## src/design/assert_macros.svh

```systemverilog
// ----------------------------------------------------------------------------
// Assertion macros
// Shared concurrent assertion forms for the semaphore block.
// ----------------------------------------------------------------------------
`ifndef ASSERT_MACROS_SVH
`define ASSERT_MACROS_SVH

// Clocked property, ignored while reset is asserted
`define CSFW_ASSERT_RST(lbl, clk, rst_n, prop, msg) \
  lbl: assert property (@(posedge clk) disable iff (!rst_n) prop) else $error(msg);

// Clocked property, checked on every edge
`define CSFW_ASSERT_ALWAYS(lbl, clk, prop, msg) \
  lbl: assert property (@(posedge clk) prop) else $error(msg);

`endif

```

## src/design/csfw_pkg.sv

```systemverilog
// ----------------------------------------------------------------------------
// csfw_pkg
// Types, codes and defaults of the counting semaphore with waiter queue.
// ----------------------------------------------------------------------------
`timescale 1ns / 1ps

package csfw_pkg;

  localparam int QUEUE_DEPTH_DEF    = 16;
  localparam int THREAD_ID_BITS_DEF = 8;

  localparam int COUNT_W  = 17;
  localparam int CFG_W    = 16;
  localparam int TID_W    = 8;
  localparam int REQ_W    = 2;
  localparam int EV_W     = 3;

  // Request codes
  localparam logic [REQ_W-1:0] REQ_WAIT   = 2'd0;
  localparam logic [REQ_W-1:0] REQ_SIGNAL = 2'd1;
  localparam logic [REQ_W-1:0] REQ_CLOSE  = 2'd2;
  localparam logic [REQ_W-1:0] REQ_NONE   = 2'd3;

  // Result codes
  localparam logic [EV_W-1:0] EV_GRANTED      = 3'd0;
  localparam logic [EV_W-1:0] EV_BLOCKED      = 3'd1;
  localparam logic [EV_W-1:0] EV_WOKEN        = 3'd2;
  localparam logic [EV_W-1:0] EV_NO_WAITER    = 3'd3;
  localparam logic [EV_W-1:0] EV_WOKEN_FAIL   = 3'd4;
  localparam logic [EV_W-1:0] EV_CLOSED_EMPTY = 3'd5;
  localparam logic [EV_W-1:0] EV_QUEUE_FULL   = 3'd6;
  localparam logic [EV_W-1:0] EV_OVERFLOW     = 3'd7;

  typedef struct packed {
    logic [REQ_W-1:0] req_type;
    logic [TID_W-1:0] thread_id;
  } in_item_t;

  typedef struct packed {
    logic [EV_W-1:0]  event_res;
    logic [TID_W-1:0] thread_out;
    logic             last;
  } out_item_t;

  typedef enum logic [1:0] {
    S_IDLE,
    S_EXEC,
    S_FLUSH
  } state_t;

  // Controller to datapath
  typedef struct packed {
    logic load;   // capture the accepted request
    logic step;   // perform one result step of the held request
  } ctrl_cmd_t;

  // Datapath to controller
  typedef struct packed {
    logic [REQ_W-1:0] req;
    logic             occ_zero;
    logic             occ_one;
    logic             out_free;
  } dp_status_t;

endpackage

```

## src/design/counting_semaphore_fifo_waiters_core.sv

```systemverilog
// Counting semaphore with a FIFO of waiting threads. Write cfg_initial_value to
// load the count. A request is wait, signal, close or the unused code; wait and
// signal give one result, close one per queued waiter (oldest first, last set
// on the final one) or a single closed-empty result, the unused code none. A
// request is accepted in idle and run in exec, plus flush for a close of more
// than one waiter; the run holds while the result side stalls, else a close
// takes one waiter per cycle, as the queue RAM delivers one entry per cycle.
// Only one request is in work at a time; the next is accepted back in idle.
// ----------------------------------------------------------------------------
// counting_semaphore_fifo_waiters_core
// Top level: sequencer plus datapath with count, waiter queue and result reg.
// ----------------------------------------------------------------------------
`timescale 1ns / 1ps
`include "assert_macros.svh"

module counting_semaphore_fifo_waiters_core #(
  parameter int QUEUE_DEPTH    = csfw_pkg::QUEUE_DEPTH_DEF,
  parameter int THREAD_ID_BITS = csfw_pkg::THREAD_ID_BITS_DEF
) (
  input  logic                       clk,
  input  logic                       rst_n,
  // request channel
  input  logic                       in_valid,
  output logic                       in_stall,
  input  csfw_pkg::in_item_t         in_data,
  // result channel
  output logic                       out_valid,
  input  logic                       out_stall,
  output csfw_pkg::out_item_t        out_data,
  // configuration
  input  logic                       cfg_wr_en,
  input  logic [csfw_pkg::CFG_W-1:0] cfg_initial_value
);

  csfw_pkg::ctrl_cmd_t  cmd;
  csfw_pkg::dp_status_t status;

  // Sequencer: hold each accepted request until all its results are issued
  csfw_ctrl u_ctrl (
    .clk      (clk),
    .rst_n    (rst_n),
    .in_valid (in_valid),
    .in_stall (in_stall),
    .status   (status),
    .cmd      (cmd)
  );

  // Datapath: count, queue pointers, waiter RAM and the result register that
  // decouples the result side from the sequencer
  csfw_dp #(
    .QUEUE_DEPTH    (QUEUE_DEPTH),
    .THREAD_ID_BITS (THREAD_ID_BITS)
  ) u_dp (
    .clk               (clk),
    .rst_n             (rst_n),
    .cmd               (cmd),
    .status            (status),
    .in_data           (in_data),
    .cfg_wr_en         (cfg_wr_en),
    .cfg_initial_value (cfg_initial_value),
    .out_valid         (out_valid),
    .out_stall         (out_stall),
    .out_data          (out_data)
  );

  // A step never overwrites a result still waiting for transfer
  `CSFW_ASSERT_RST(a_step_needs_room, clk, rst_n, cmd.step |-> status.out_free, "step with full result register")
  // Capture and step never coincide
  `CSFW_ASSERT_RST(a_load_step_excl, clk, rst_n, !(cmd.load && cmd.step), "load and step together")
  // After a request transfer the block is busy with it
  `CSFW_ASSERT_RST(a_busy_after_accept, clk, rst_n, (in_valid && !in_stall) |=> in_stall, "accepted while busy")

endmodule

```

## src/design/csfw_ram.sv

```systemverilog
// ----------------------------------------------------------------------------
// csfw_ram
// Generic single-write, single-read RAM with registered read data.
// ----------------------------------------------------------------------------
`timescale 1ns / 1ps

module csfw_ram #(
  parameter int WIDTH = 8,
  parameter int DEPTH = 16
) (
  input  logic                     clk,
  input  logic                     wr_en,
  input  logic [$clog2(DEPTH)-1:0] wr_addr,
  input  logic [WIDTH-1:0]         wr_data,
  input  logic [$clog2(DEPTH)-1:0] rd_addr,
  output logic [WIDTH-1:0]         rd_data
);

  logic [WIDTH-1:0] mem [DEPTH];
  logic [WIDTH-1:0] rd_data_r;

  always_ff @(posedge clk) begin
    if (wr_en) begin
      mem[wr_addr] <= wr_data;
    end
    rd_data_r <= mem[rd_addr];
  end

  assign rd_data = rd_data_r;

endmodule

```

## src/design/csfw_dp.sv

```systemverilog
// ----------------------------------------------------------------------------
// csfw_dp
// Semaphore datapath: count, waiter queue pointers, queue RAM, result register.
// ----------------------------------------------------------------------------
`timescale 1ns / 1ps

module csfw_dp #(
  parameter int QUEUE_DEPTH    = csfw_pkg::QUEUE_DEPTH_DEF,
  parameter int THREAD_ID_BITS = csfw_pkg::THREAD_ID_BITS_DEF
) (
  input  logic                            clk,
  input  logic                            rst_n,
  input  csfw_pkg::ctrl_cmd_t             cmd,
  output csfw_pkg::dp_status_t            status,
  input  csfw_pkg::in_item_t              in_data,
  input  logic                            cfg_wr_en,
  input  logic [csfw_pkg::CFG_W-1:0]      cfg_initial_value,
  output logic                            out_valid,
  input  logic                            out_stall,
  output csfw_pkg::out_item_t             out_data
);

  localparam int PTR_W = $clog2(QUEUE_DEPTH);
  localparam int OCC_W = $clog2(QUEUE_DEPTH + 1);
  localparam logic [PTR_W-1:0] LAST_POS = PTR_W'(QUEUE_DEPTH - 1);
  localparam logic [OCC_W-1:0] FULL_OCC = OCC_W'(QUEUE_DEPTH);
  localparam int CW = csfw_pkg::COUNT_W;
  localparam logic [CW-1:0] COUNT_MAXV = {1'b0, {(CW-1){1'b1}}};
  localparam logic [CW-1:0] COUNT_MINV = {1'b1, {(CW-1){1'b0}}};

  logic signed [CW-1:0]             count_r, count_nxt;
  logic [PTR_W-1:0]                 head_r, head_nxt, head_inc;
  logic [PTR_W-1:0]                 tail_r, tail_nxt, tail_inc;
  logic [OCC_W-1:0]                 occ_r, occ_nxt;
  logic [csfw_pkg::REQ_W-1:0]       req_r;
  logic [THREAD_ID_BITS-1:0]        tid_r;
  logic                             out_valid_r, out_valid_nxt;
  csfw_pkg::out_item_t              out_data_r, out_data_nxt;

  logic                             push, pop, emit;
  logic                             out_free;
  logic                             cnt_pos;
  logic [THREAD_ID_BITS-1:0]        rd_tid;
  logic [PTR_W-1:0]                 rd_addr;
  logic [THREAD_ID_BITS+7:0]        in_tid_wide;
  logic [THREAD_ID_BITS+7:0]        tid_r_wide;
  logic [THREAD_ID_BITS+7:0]        rd_tid_wide;
  logic [csfw_pkg::TID_W-1:0]       tid_r_out;
  logic [csfw_pkg::TID_W-1:0]       rd_tid_out;

  // Convert between the 8-bit port id and the stored id width
  assign in_tid_wide = {{THREAD_ID_BITS{1'b0}}, in_data.thread_id};
  assign tid_r_wide  = {8'h00, tid_r};
  assign rd_tid_wide = {8'h00, rd_tid};
  assign tid_r_out   = tid_r_wide[csfw_pkg::TID_W-1:0];
  assign rd_tid_out  = rd_tid_wide[csfw_pkg::TID_W-1:0];

  assign head_inc = (head_r == LAST_POS) ? '0 : head_r + PTR_W'(1);
  assign tail_inc = (tail_r == LAST_POS) ? '0 : tail_r + PTR_W'(1);
  assign out_free = !out_valid_r || !out_stall;
  assign cnt_pos  = !count_r[CW-1] && (count_r != '0);

  always_comb begin
    count_nxt    = count_r;
    push         = 1'b0;
    pop          = 1'b0;
    emit         = 1'b0;
    out_data_nxt = out_data_r;
    if (cmd.step) begin
      unique case (req_r)
        csfw_pkg::REQ_WAIT: begin
          emit = 1'b1;
          out_data_nxt.thread_out = tid_r_out;
          out_data_nxt.last       = 1'b1;
          if (cnt_pos) begin
            count_nxt = count_r - CW'(1);
            out_data_nxt.event_res = csfw_pkg::EV_GRANTED;
          end else if (occ_r >= FULL_OCC || count_r == COUNT_MINV) begin
            out_data_nxt.event_res = csfw_pkg::EV_QUEUE_FULL;
          end else begin
            count_nxt = count_r - CW'(1);
            push      = 1'b1;
            out_data_nxt.event_res = csfw_pkg::EV_BLOCKED;
          end
        end
        csfw_pkg::REQ_SIGNAL: begin
          emit = 1'b1;
          out_data_nxt.last = 1'b1;
          out_data_nxt.thread_out = '0;
          if (count_r == COUNT_MAXV) begin
            out_data_nxt.event_res = csfw_pkg::EV_OVERFLOW;
          end else begin
            count_nxt = count_r + CW'(1);
            // new count at or below zero means the old count was negative
            if (count_r[CW-1] && occ_r != '0) begin
              pop = 1'b1;
              out_data_nxt.event_res  = csfw_pkg::EV_WOKEN;
              out_data_nxt.thread_out = rd_tid_out;
            end else begin
              out_data_nxt.event_res = csfw_pkg::EV_NO_WAITER;
            end
          end
        end
        csfw_pkg::REQ_CLOSE: begin
          emit = 1'b1;
          if (occ_r == '0) begin
            out_data_nxt.event_res  = csfw_pkg::EV_CLOSED_EMPTY;
            out_data_nxt.thread_out = '0;
            out_data_nxt.last       = 1'b1;
          end else begin
            pop = 1'b1;
            out_data_nxt.event_res  = csfw_pkg::EV_WOKEN_FAIL;
            out_data_nxt.thread_out = rd_tid_out;
            out_data_nxt.last       = (occ_r == OCC_W'(1));
          end
        end
        default: begin
          // unused request code: no result
        end
      endcase
    end
    if (cfg_wr_en) begin
      count_nxt = {1'b0, cfg_initial_value};
    end
  end

  always_comb begin
    head_nxt = pop  ? head_inc : head_r;
    tail_nxt = push ? tail_inc : tail_r;
    occ_nxt  = occ_r;
    if (push) begin
      occ_nxt = occ_r + OCC_W'(1);
    end else if (pop) begin
      occ_nxt = occ_r - OCC_W'(1);
    end
    if (emit) begin
      out_valid_nxt = 1'b1;
    end else if (!out_stall) begin
      out_valid_nxt = 1'b0;
    end else begin
      out_valid_nxt = out_valid_r;
    end
  end

  // Read ahead so the RAM output shows the current head entry by the time a step needs it
  assign rd_addr = head_nxt;

  always_ff @(posedge clk) begin
    if (!rst_n) begin
      count_r     <= '0;
      head_r      <= '0;
      tail_r      <= '0;
      occ_r       <= '0;
      out_valid_r <= 1'b0;
    end else begin
      count_r     <= count_nxt;
      head_r      <= head_nxt;
      tail_r      <= tail_nxt;
      occ_r       <= occ_nxt;
      out_valid_r <= out_valid_nxt;
    end
  end

  always_ff @(posedge clk) begin
    if (cmd.load) begin
      req_r <= in_data.req_type;
      tid_r <= in_tid_wide[THREAD_ID_BITS-1:0];
    end
    out_data_r <= out_data_nxt;
  end

  csfw_ram #(
    .WIDTH (THREAD_ID_BITS),
    .DEPTH (QUEUE_DEPTH)
  ) u_waiter_ram (
    .clk     (clk),
    .wr_en   (push),
    .wr_addr (tail_r),
    .wr_data (tid_r),
    .rd_addr (rd_addr),
    .rd_data (rd_tid)
  );

  assign status.req      = req_r;
  assign status.occ_zero = (occ_r == '0);
  assign status.occ_one  = (occ_r == OCC_W'(1));
  assign status.out_free = out_free;

  assign out_valid = out_valid_r;
  assign out_data  = out_data_r;

endmodule

```

## src/design/csfw_ctrl.sv

```systemverilog
// ----------------------------------------------------------------------------
// csfw_ctrl
// Sequencer: accept one request, run its result steps, return to idle.
// ----------------------------------------------------------------------------
`timescale 1ns / 1ps

module csfw_ctrl (
  input  logic                 clk,
  input  logic                 rst_n,
  input  logic                 in_valid,
  output logic                 in_stall,
  input  csfw_pkg::dp_status_t status,
  output csfw_pkg::ctrl_cmd_t  cmd
);

  csfw_pkg::state_t state_r, state_nxt;

  always_comb begin
    state_nxt = state_r;
    unique case (state_r)
      csfw_pkg::S_IDLE: begin
        if (in_valid) begin
          state_nxt = csfw_pkg::S_EXEC;
        end
      end
      csfw_pkg::S_EXEC: begin
        if (status.out_free) begin
          if (status.req == csfw_pkg::REQ_CLOSE && !status.occ_zero && !status.occ_one) begin
            state_nxt = csfw_pkg::S_FLUSH;
          end else begin
            state_nxt = csfw_pkg::S_IDLE;
          end
        end
      end
      csfw_pkg::S_FLUSH: begin
        if (status.out_free && status.occ_one) begin
          state_nxt = csfw_pkg::S_IDLE;
        end
      end
      default: state_nxt = csfw_pkg::S_IDLE;
    endcase
  end

  always_comb begin
    in_stall = 1'b1;
    cmd.load = 1'b0;
    cmd.step = 1'b0;
    unique case (state_r) inside
      csfw_pkg::S_IDLE: begin
        in_stall = 1'b0;
        cmd.load = in_valid;
      end
      csfw_pkg::S_EXEC, csfw_pkg::S_FLUSH: begin
        cmd.step = status.out_free;
      end
      default: begin
        in_stall = 1'b1;
      end
    endcase
  end

  always_ff @(posedge clk) begin
    if (!rst_n) begin
      state_r <= csfw_pkg::S_IDLE;
    end else begin
      state_r <= state_nxt;
    end
  end

endmodule

```

## config.mk

```make
export PLATFORM = sky130hd
export DESIGN_NAME = counting_semaphore_fifo_waiters_core
export DESIGN_NICKNAME = d
export VERILOG_FILES = /design/src/design/csfw_pkg.sv /design/src/design/counting_semaphore_fifo_waiters_core.sv /design/src/design/csfw_ram.sv /design/src/design/csfw_dp.sv /design/src/design/csfw_ctrl.sv
export VERILOG_INCLUDE_DIRS = /design/src /design/src/design
export SDC_FILE = /design/constraint.sdc
export NUM_CORES = 1
export LEC_CHECK = 0
export BUFFER_PORTS_ARGS = -buffer_cell sky130_fd_sc_hd__buf_2
export CAP_MARGIN = 20
export CORE_MARGIN = 5
export CORE_UTILIZATION = 43
export DETAILED_ROUTE_END_ITERATION = 16
export PLACE_DENSITY = 0.58
export REMOVE_ABC_BUFFERS = 1
export SYNTH_ARGS = -nofsm -noshare
export SYNTH_HDL_FRONTEND = slang
export SYNTH_SLANG_ARGS = --single-unit
```

## constraint.sdc

```tcl
create_clock -name clk -period 4.5 [get_ports clk]
set_input_delay 0.9 -clock clk [delete_from_list [all_inputs] [get_ports clk]]
set_output_delay 0.9 -clock clk [all_outputs]
set_load 0.01 [all_outputs]
```

==> key figures, run 1 <==
STA
  • Share of the cycle needed by the critical path after routing: 84.9%
  • Setup slack after layout: 0.678 ns
  • Final setup viols: 0
  • Slew HR: 35.0%
  • Slew Viols, Final: 0
  • Slew at the pin closest to its max-slew limit: 0.966 ns
  • Final min period: 3.82 ns
  • FMAX: 0.262 GHz
  • Setup TNS: 0 ns
  • Final clock skew: 0.0122 ns
  • Final hold vios: 0
  • Unrepaired setup endpoints after global routing: no

Final layout
  • Area Growth Syn to Fin: 13.7%
  • Filler Cell Count: 1713
  • FF/Latch Area: 5330 µm²
  • Final net count: 787
  • Area of the multi-input gates: 3300 µm²
  • Layout cells sized above 1: 16.7%
  • Antenna cells: 0
  • Final instance area: 10100 µm²

Logic synthesis
  • Compound-Gate Fraction of Synth Area: 12.4%
  • Post-synthesis mux area share: 9.78%
  • Post-synthesis adder-cell area fraction: 4.73%
  • Synth area leaders: edfxtp_1 (51%), dfxtp_1 (9.3%), mux2i_1 (6.2%), ha_1 (4.4%), nand2_1 (2.5%)
  • Asr flop ratio synth: 0%
  • Post-synth EDFFs: 150
  • Sequential cell area fraction in the yosys report: 60.1%
  • Synth Flop Type: edfxtp_1
  • Main combinational cell family by area after synthesis: compound AO/OA/AOI/OAI gates
  • Post-Syn Area: 8860 µm²
  • Synth Area in Simple Gates: 8.70%
  • #FFs+latches synth: 191
  • Yosys top cell by area: edfxtp_1
  • Cell with the most instances after synthesis: edfxtp_1
  • Average size of a mapped cell: 13.2 µm²
  • Post-Synthesis Cells: 670
  • Most frequent cells after synthesis: edfxtp_1 (150), nand2_1 (58), mux2i_1 (55)
  • Unique masters post-synth: 63
  • Post-Synth XOR/XNOR Area: 1.29%
  • Synth Warn #: 0
  • Post-synth top area share: 50.9%

Job
  • Max_cap viols: 0

Setup path
  • CP max FO: 10
  • Crit path largest cell delay: 0.84 ns
  • Worst R2R Start: u_dp.req_r[1]$_DFFE_PP_
  • Crit. End Element: register
  • Worst Path Required: 4.84 ns
  • Startpoint types: register
  • Setup slack, reg-to-reg: 0.68 ns
  • Crit-path slowest cell: a2111oi_0
  • R2r endpoint: u_dp.count_r[16]$_SDFFE_PP0P_
  • Crit path cell chain: inv_1 > ha_1 > inv_1 > ha_1 > and2b_1 > o31a_1 > o2111ai_2 > a2111oi_0 > o31ai_1 > a211o_1 > a211oi_1
  • Crit path kind: register to register
  • Cell family with most CP delay: compound AO/OA/AOI/OAI gates
  • Worst Reg-to-Reg Cells: 11
  • CP bufs+invs: 2
  • Crit path DAT: 4.16 ns

GRT
  • Vias in the first global route: 5571
  • Remaining global-route overflow: 0
  • Largest net degree at the start of global routing: 29
  • Initial antenna violation count: 0
  • GRT Total Usage: 16.2%
  • Global-route wire length before repair: 30.1 mm

Clock tree
  • Reg clk slew, reported paths: 0.08 ns
  • # hold bufs at CTS: 0
  • CTS sink cnt: 191
  • H-tree depth: 4
  • CTS Buf Count: 17
  • CTS tree: built
  • Later-pin clock latency in the skew report: 0.43 ns
  • CTS Buffer Depth: 2
  • Clock root buffer: clkbuf_16
  • Setup bufs post-CTS: 0
  • CTS resizes: 0

Routing
  • Detailed Route Iter0 Violations: 469
  • Vias: 5563
  • DR vias/cell: 5.52
  • Routed WL: 18.6 mm
  • Pre-antenna DRT Iters: 4
  • Routed Antenna Nets: 0
  • Wire length per cell: 18.5 µm
  • DRC viols: 0

Die
  • Core area: 20200 µm²
  • Die Area: 23600 µm²
  • Initial Util: 43.8%
  • Die height: 154 µm
  • Row cnt: 52
  • IO Count: 45
  • DIE WIDTH: 154 µm

Power and ir drop
  • Total design power: 3.81 mW
  • Cell leakage power: 3.95 nW
  • Pwr dens: 378 nW/µm²
  • Maximum vdd ir drop: 0.000273 V

Placed design
  • Port Buffer Count: 44
  • Placed instance area: 9460 µm²
  • DP HPWL: 12.5 mm
  • GP Congestion: 0.899
  • Worst slack at placement: 0.771 ns

Min path
  • Hold Crit Class: register to register
  • Min-Delay Endpoint: u_dp.out_data[7]$_DFFE_PP_
  • Hold Crit Start: u_dp.u_waiter_ram.rd_data[6]$_DFF_P_
  • Hold path cells: 1

Outcome
  • Status: finished clean
## worst max path at each step
stage | start | end | slack, ns | cells past startpoint
global placement | u_dp.req_r[1]$_DFFE_PP_ | u_dp.count_r[16]$_SDFFE_PP0P_ | 0.93 | 11
CTS | u_dp.req_r[1]$_DFFE_PP_ | u_dp.count_r[16]$_SDFFE_PP0P_ | 0.72 | 11
global route | u_dp.req_r[1]$_DFFE_PP_ | u_dp.count_r[16]$_SDFFE_PP0P_ | 0.44 | 11
detailed placement | u_dp.req_r[1]$_DFFE_PP_ | u_dp.count_r[16]$_SDFFE_PP0P_ | 0.77 | 11
finish | u_dp.req_r[1]$_DFFE_PP_ | u_dp.count_r[16]$_SDFFE_PP0P_ | 0.68 | 11
floorplan | out_stall | u_dp.u_waiter_ram.rd_data[7]$_DFF_P_ | -3.03 | 7
## cells in the final DEF, fill, tap and decap left out, drive strengths merged, types with 10 or more instances in the layout
| master | Yosys | routed |
|---|---|---|
| buf | 19 | 65 |
| nor3 | 10 | 10 |
| a211oi | 24 | 24 |
| a21oi | 28 | 28 |
| mux2i | 55 | 55 |
| edfxtp | 150 | 150 |
| o31a | 10 | 10 |
| ha | 31 | 31 |
| inv | 23 | 31 |
| clkbuf | 11 | 17 |
| nor2 | 50 | 50 |
| o211a | 12 | 12 |
| nand2 | 58 | 58 |
| dfxtp | 41 | 41 |
| o21ai | 17 | 17 |
## routing by layer
| layer | part of all wire [%] | track usage (%) |
|---|---|---|
| met3 | 3.8 | 3.09 |
| met5 | 0 | 0 |
| met4 | 1.8 | 5.00 |
| met2 | 48 | 26.0 |
| met1 | 46 | 22.3 |
## layout make-up
type	count	share of cell area, %
Clock buffer	17	4.22
Clock inverter	15	1.88
Inverter	23	0.882
Multi-Input combinational cell	426	32.8
Sequential cell	191	52.9
Tap cell	270	3.35
Timing Repair Buffer	65	4.00
## kinds of logic after synthesis
kind of cell,after synthesis
buf+inv,53
compound gates,147
flops,191
xor+xnor,13
mux,72
fa+ha+maj,33
simple gates,161
## through the flow
| step | util [%] | std cells | hold slack (ns) |
|---|---|---|---|
| after floorplan | - | 640 | 0.476 |
| after global routing | 49.8 | 1007 | 0.547 |
| after detailed placement | 46.7 | 975 | 0.509 |
| after global placement | 46.7 | 975 | 0.507 |
| after CTS | 49.8 | 1007 | 0.525 |
| final | 49.8 | 1007 | 0.523 |
## power breakdown
| part | total [mW] | internal [mW] | switching, mW |
|---|---|---|---|
| combinational | 0.304 | 0.125 | 0.179 |
| clock | 1.53 | 0.764 | 0.767 |
| sequential | 1.98 | 1.93 | 0.0417 |
## state kept, by name, summed over array words and instances, names as in the netlist
name                       flops
u_dp.u_waiter_ram.mem        128
u_dp.req_r                     2
u_dp.head_r                    4
u_dp.u_waiter_ram.rd_data      8
u_dp.occ_r                     5
u_dp.tid_r                     8
u_dp.out_data                 12
u_ctrl.state_r                 2
u_dp.out_valid                 1
u_dp.count_r                  17
u_dp.tail_r                    4
Power figures use the tool's default switching activity.
==> run 2: changes to the inputs <==
==> constraint.sdc (replaced) <==
create_clock -name clk -period 4 [get_ports clk]
set_input_delay 0.8 -clock clk [delete_from_list [all_inputs] [get_ports clk]]
set_output_delay 0.8 -clock clk [all_outputs]
set_load 0.01 [all_outputs]
==> run 2 against run 1 <==
  * Critical path depth did not move
  * Via count fell by 1.2%
  * Design area fell by 0.61%
  * Final cell count barely moved
  * Total power rose by 9.8%
  * Global-route usage fell by 0.42 points
  * Setup slack got worse by 0.39 ns
  * Sequential share of layout area rose by 0.32 points
  * Die area did not move
  * Register-to-register slack got worse by 0.39 ns
  * Critical endpoint unchanged
  * Largest power group unchanged
==> key figures, run 2 (synthesized netlist as in run 1, its figures left out) <==
STA
  • WHS: 0.526 ns
  • Setup slack after layout: 0.293 ns
  • Slew HR: 36.8%
  • Final min period: 3.71 ns
  • Share of the cycle needed by the critical path after routing: 92.7%
  • Final setup viols: 0
  • Final hold vios: 0
  • Unrepaired setup endpoints after global routing: no
  • Slew Viols, Final: 0
  • Final clock skew: 0.0116 ns
  • FMAX: 0.270 GHz
  • Slew at the pin closest to its max-slew limit: 0.924 ns

Job
  • Max_cap viols: 0

Power and ir drop
  • Maximum vdd ir drop: 0.000306 V
  • Pwr dens: 418 nW/µm²
  • Cell leakage power: 3.93 nW

Placed design
  • GP Congestion: 0.857
  • Worst slack at placement: 0.402 ns
  • Port Buffer Count: 44
  • DP HPWL: 12.1 mm

Routing
  • Pre-antenna DRT Iters: 5
  • Vias: 5497
  • DRC viols: 0
  • Wire length per cell: 18.3 µm
  • Routed WL: 18.4 mm
  • Detailed Route Iter0 Violations: 379
  • Routed Antenna Nets: 0
  • DR vias/cell: 5.46

Clock tree
  • CTS tree: built
  • H-tree depth: 4
  • Clock root buffer: clkbuf_16
  • CTS sink cnt: 191
  • Later-pin clock latency in the skew report: 0.42 ns
  • # hold bufs at CTS: 0
  • Setup bufs post-CTS: 0
  • CTS Buf Count: 17
  • CTS Buffer Depth: 2
  • Reg clk slew, reported paths: 0.07 ns
  • CTS resizes: 0

GRT
  • GRT Total Usage: 15.7%
  • Vias in the first global route: 5438
  • Global-route wire length before repair: 29.4 mm
  • Remaining global-route overflow: 0
  • Largest net degree at the start of global routing: 74
  • Initial antenna violation count: 0

Final layout
  • Most frequent cells in the layout: edfxtp_1 (150), nand2_1 (58), mux2i_1 (53)
  • Filler Cell Count: 1766
  • Most common cell after layout, fill and taps aside: edfxtp_1
  • Antenna cells: 0
  • Layout cells sized above 1: 16.0%
  • Area Growth Syn to Fin: 13.0%
  • Final net count: 786
  • Largest Register: u_dp.u_waiter_ram.mem
  • Max reg flops: 128

Min path
  • Min-Delay Endpoint: u_dp.out_data[6]$_DFFE_PP_
  • Hold path cells: 1
  • Hold Crit Start: u_dp.u_waiter_ram.rd_data[5]$_DFF_P_
  • Hold Crit Class: register to register

Die
  • DIE WIDTH: 154 µm
  • Initial Util: 43.8%
  • Die height: 154 µm
  • Die Area: 23600 µm²
  • Core area: 20200 µm²
  • Row cnt: 52
  • IO Count: 45

Setup path
  • R2r endpoint: u_dp.count_r[16]$_SDFFE_PP0P_
  • Worst Reg-to-Reg Cells: 11
  • Worst Path Required: 4.33 ns
  • CP max FO: 9
  • Crit path kind: register to register
  • Startpoint types: register
  • Crit. End Element: register
  • Crit path DAT: 4.04 ns
  • Worst R2R Start: u_dp.req_r[1]$_DFFE_PP_
  • Setup slack, reg-to-reg: 0.29 ns

Outcome
  • Status: finished clean
run 2: power by group:
part | switching, mW | internal [mW]
combinational | 0.204 | 0.141
clock | 0.738 | 0.876
sequential | 0.0463 | 2.18
run 2: worst max-delay path, stage by stage, from the launching register on:
cell and delay, ns:
edfxtp_1 0.43, inv_1 0.11, ha_1 0.31, inv_1 0.24
ha_1 0.40, and2b_1 0.18, o31a_1 0.24, o2111ai_2 0.20
a2111oi_0 0.84, o31ai_1 0.16, a211o_1 0.28, a211oi_1 0.23
run 2: metal layers:
| metal | share of wire (%) | up-vias | global-route usage (%) |
|---|---|---|---|
| li1 | - | 2667 | - |
| met1 | 48 | 2683 | 21.7 |
| met2 | 47 | 122 | 25.5 |
| met3 | 3.5 | 25 | 2.70 |
| met4 | 1.7 | 0 | 5.17 |
| met5 | 0 | - | 0 |
run 2: final cells by class:
cell class	count	area [µm²]	area share, %
clock buffer	20	437	4.36
tap	270	338	3.38
timing repair buffer	64	393	3.93
sequential	191	5330	53.2
inverter	23	88.8	0.888
multi-input combinational	426	3300	33.0
clock inverter	12	126	1.26
run 2: worst max path at each step:
| stage | depth (start not counted) | start | endpoint |
|---|---|---|---|
| after detailed placement | 11 | u_dp.req_r[1]$_DFFE_PP_ | u_dp.count_r[16]$_SDFFE_PP0P_ |
| after CTS | 11 | u_dp.req_r[1]$_DFFE_PP_ | u_dp.count_r[16]$_SDFFE_PP0P_ |
| after global routing | 11 | u_dp.req_r[1]$_DFFE_PP_ | u_dp.count_r[16]$_SDFFE_PP0P_ |
| after global placement | 11 | u_dp.req_r[1]$_DFFE_PP_ | u_dp.count_r[16]$_SDFFE_PP0P_ |
| after floorplan | 7 | out_stall | u_dp.u_waiter_ram.rd_data[7]$_DFF_P_ |
| final | 11 | u_dp.req_r[1]$_DFFE_PP_ | u_dp.count_r[16]$_SDFFE_PP0P_ |
run 2: per-stage QoR:
step | std cells | utilization (%) | TNS [ns] | total power, mW | instance area [µm²]
floorplan | 640 | - | -29.92 | 2.49 | 8680
global placement | 973 | 46.7 | 0 | 2.60 | 9440
detailed placement | 974 | 46.7 | 0 | 2.61 | 9450
CTS | 1006 | 49.5 | 0 | 4.22 | 10000
global route | 1006 | 49.5 | 0 | 4.35 | 10000
finish | 1006 | 49.5 | 0 | 4.18 | 10000
==> run 3: changes to the inputs <==
--- a/config.mk
+++ b/config.mk
@@ -8,7 +8,6 @@
 export LEC_CHECK = 0
 export BUFFER_PORTS_ARGS = -buffer_cell sky130_fd_sc_hd__buf_2
 export CAP_MARGIN = 20
-export CORE_MARGIN = 5
 export CORE_UTILIZATION = 43
 export DETAILED_ROUTE_END_ITERATION = 16
 export PLACE_DENSITY = 0.58
==> run 3 against run 2 <==
  * Sequential power hardly changed
  * Global-route usage increased by 2.3 points
  * Hold slack improved by 0.0054 ns
  * Critical path type unchanged
  * Largest power group unchanged
==> key figures, run 3 (synthesized netlist as in run 1, its figures left out) <==
Die
  • Core area: 20200 µm²
  • IO Count: 45
  • DIE WIDTH: 146 µm
  • Die Area: 21200 µm²
  • Row cnt: 52
  • Die height: 146 µm
  • Initial Util: 43.8%

GRT
  • GRT Total Usage: 18.1%
  • Global-route wire length before repair: 29.3 mm
  • Initial antenna violation count: 0
  • Vias in the first global route: 5380
  • Largest net degree at the start of global routing: 74
  • Remaining global-route overflow: 0

Placed design
  • Port Buffer Count: 44
  • GP Congestion: 0.879
  • DP HPWL: 11.8 mm

STA
  • Share of the cycle needed by the critical path after routing: 91.7%
  • Slew Viols, Final: 0
  • FMAX: 0.273 GHz
  • Slew at the pin closest to its max-slew limit: 0.889 ns
  • Final clock skew: 0.0198 ns
  • Final min period: 3.67 ns
  • Slew HR: 40.5%
  • Unrepaired setup endpoints after global routing: no
  • Final setup viols: 0
  • Final hold vios: 0

Clock tree
  • CTS sink cnt: 191
  • CTS Buf Count: 17
  • Clock root buffer: clkbuf_16
  • Setup bufs post-CTS: 0
  • CTS tree: built
  • Later-pin clock latency in the skew report: 0.44 ns
  • H-tree depth: 4
  • CTS resizes: 0
  • # hold bufs at CTS: 0
  • CTS Buffer Depth: 2
  • Reg clk slew, reported paths: 0.07 ns

Final layout
  • Layout Utilization: 49.9%
  • Area Growth Syn to Fin: 14.1%
  • Layout cells sized above 1: 16.4%
  • Largest Register: u_dp.u_waiter_ram.mem
  • Antenna cells: 0
  • Final net count: 786
  • Max reg flops: 128
  • Filler Cell Count: 1707
  • Most frequent cells in the layout: edfxtp_1 (150), nand2_1 (58), mux2i_1 (53)
  • Most common cell after layout, fill and taps aside: edfxtp_1

Routing
  • DRC viols: 0
  • Wire length per cell: 18.4 µm
  • Routed WL: 18.5 mm
  • Vias: 5565
  • Pre-antenna DRT Iters: 5
  • DR vias/cell: 5.53
  • Detailed Route Iter0 Violations: 427
  • Routed Antenna Nets: 0

Setup path
  • Crit. End Element: register
  • Crit path DAT: 4.05 ns
  • CP max FO: 10
  • Worst Reg-to-Reg Cells: 12
  • Crit path kind: register to register
  • Worst Path Required: 4.38 ns
  • Startpoint types: register

Power and ir drop
  • Cell leakage power: 3.97 nW
  • Pwr dens: 435 nW/µm²
  • Maximum vdd ir drop: 0.000317 V
  • Total design power: 4.40 mW

Outcome
  • Status: finished clean

Min path
  • Hold path cells: 2
  • Hold Crit Class: register to register

Job
  • Max_cap viols: 0
==> run 3: layer usage <==
metal  wire [µm]  track usage [%]
met5           0                0
met4         231             5.84
met3         808             3.61
met2        8630             28.7
met1        8870             24.9
==> run 3: worst max-delay path, stage by stage (launching register included) <==
cell	delay, ns
edfxtp_1	0.42
inv_1	0.10
ha_1	0.30
inv_1	0.24
buf_4	0.26
ha_1	0.32
a211oi_1	0.42
o211ai_1	0.22
a31oi_1	0.33
o21ai_0	0.25
a2111oi_0	0.53
a211oi_1	0.10
nor2_1	0.11
==> run 3: final timing paths <==
check	start	end	slack [ns]
setup / recovery	u_dp.req_r[1]$_DFFE_PP_	u_dp.count_r[13]$_SDFFE_PN0P_	0.33
setup reg to reg	u_dp.req_r[1]$_DFFE_PP_	u_dp.count_r[13]$_SDFFE_PN0P_	0.33
hold reg to reg	u_dp.count_r[5]$_SDFFE_PN0P_	u_dp.count_r[5]$_SDFFE_PN0P_	0.53
hold / removal	u_dp.count_r[5]$_SDFFE_PN0P_	u_dp.count_r[5]$_SDFFE_PN0P_	0.53
==> run 3: per-stage QoR <==
stage               std cells  TNS [ns]  setup WS, ns  cell area (µm²)  hold slack [ns]
global placement          973         0         0.493             9440            0.505
floorplan                 640    -29.92         -3.43             8680            0.476
detailed placement        973         0         0.420             9440            0.511
CTS                      1005         0         0.406            10100            0.522
global route             1006         0        0.0928            10100            0.519
finish                   1006         0         0.332            10100            0.532
==> run 3: cell type report <==
class	count	area [µm²]	share of cell area, %
Inverter	23	88.8	0.879
Multi-Input combinational cell	426	3300	32.7
Clock buffer	18	429	4.25
Clock inverter	14	220	2.18
Sequential cell	191	5330	52.7
Tap cell	270	338	3.34
Timing Repair Buffer	64	399	3.95
==> run 3: power by group <==
group	switching (mW)	internal (mW)	total (mW)
clock network	0.807	1.02	1.83
logic	0.202	0.141	0.343
registers	0.0465	2.18	2.22
total	1.05	3.34	4.40
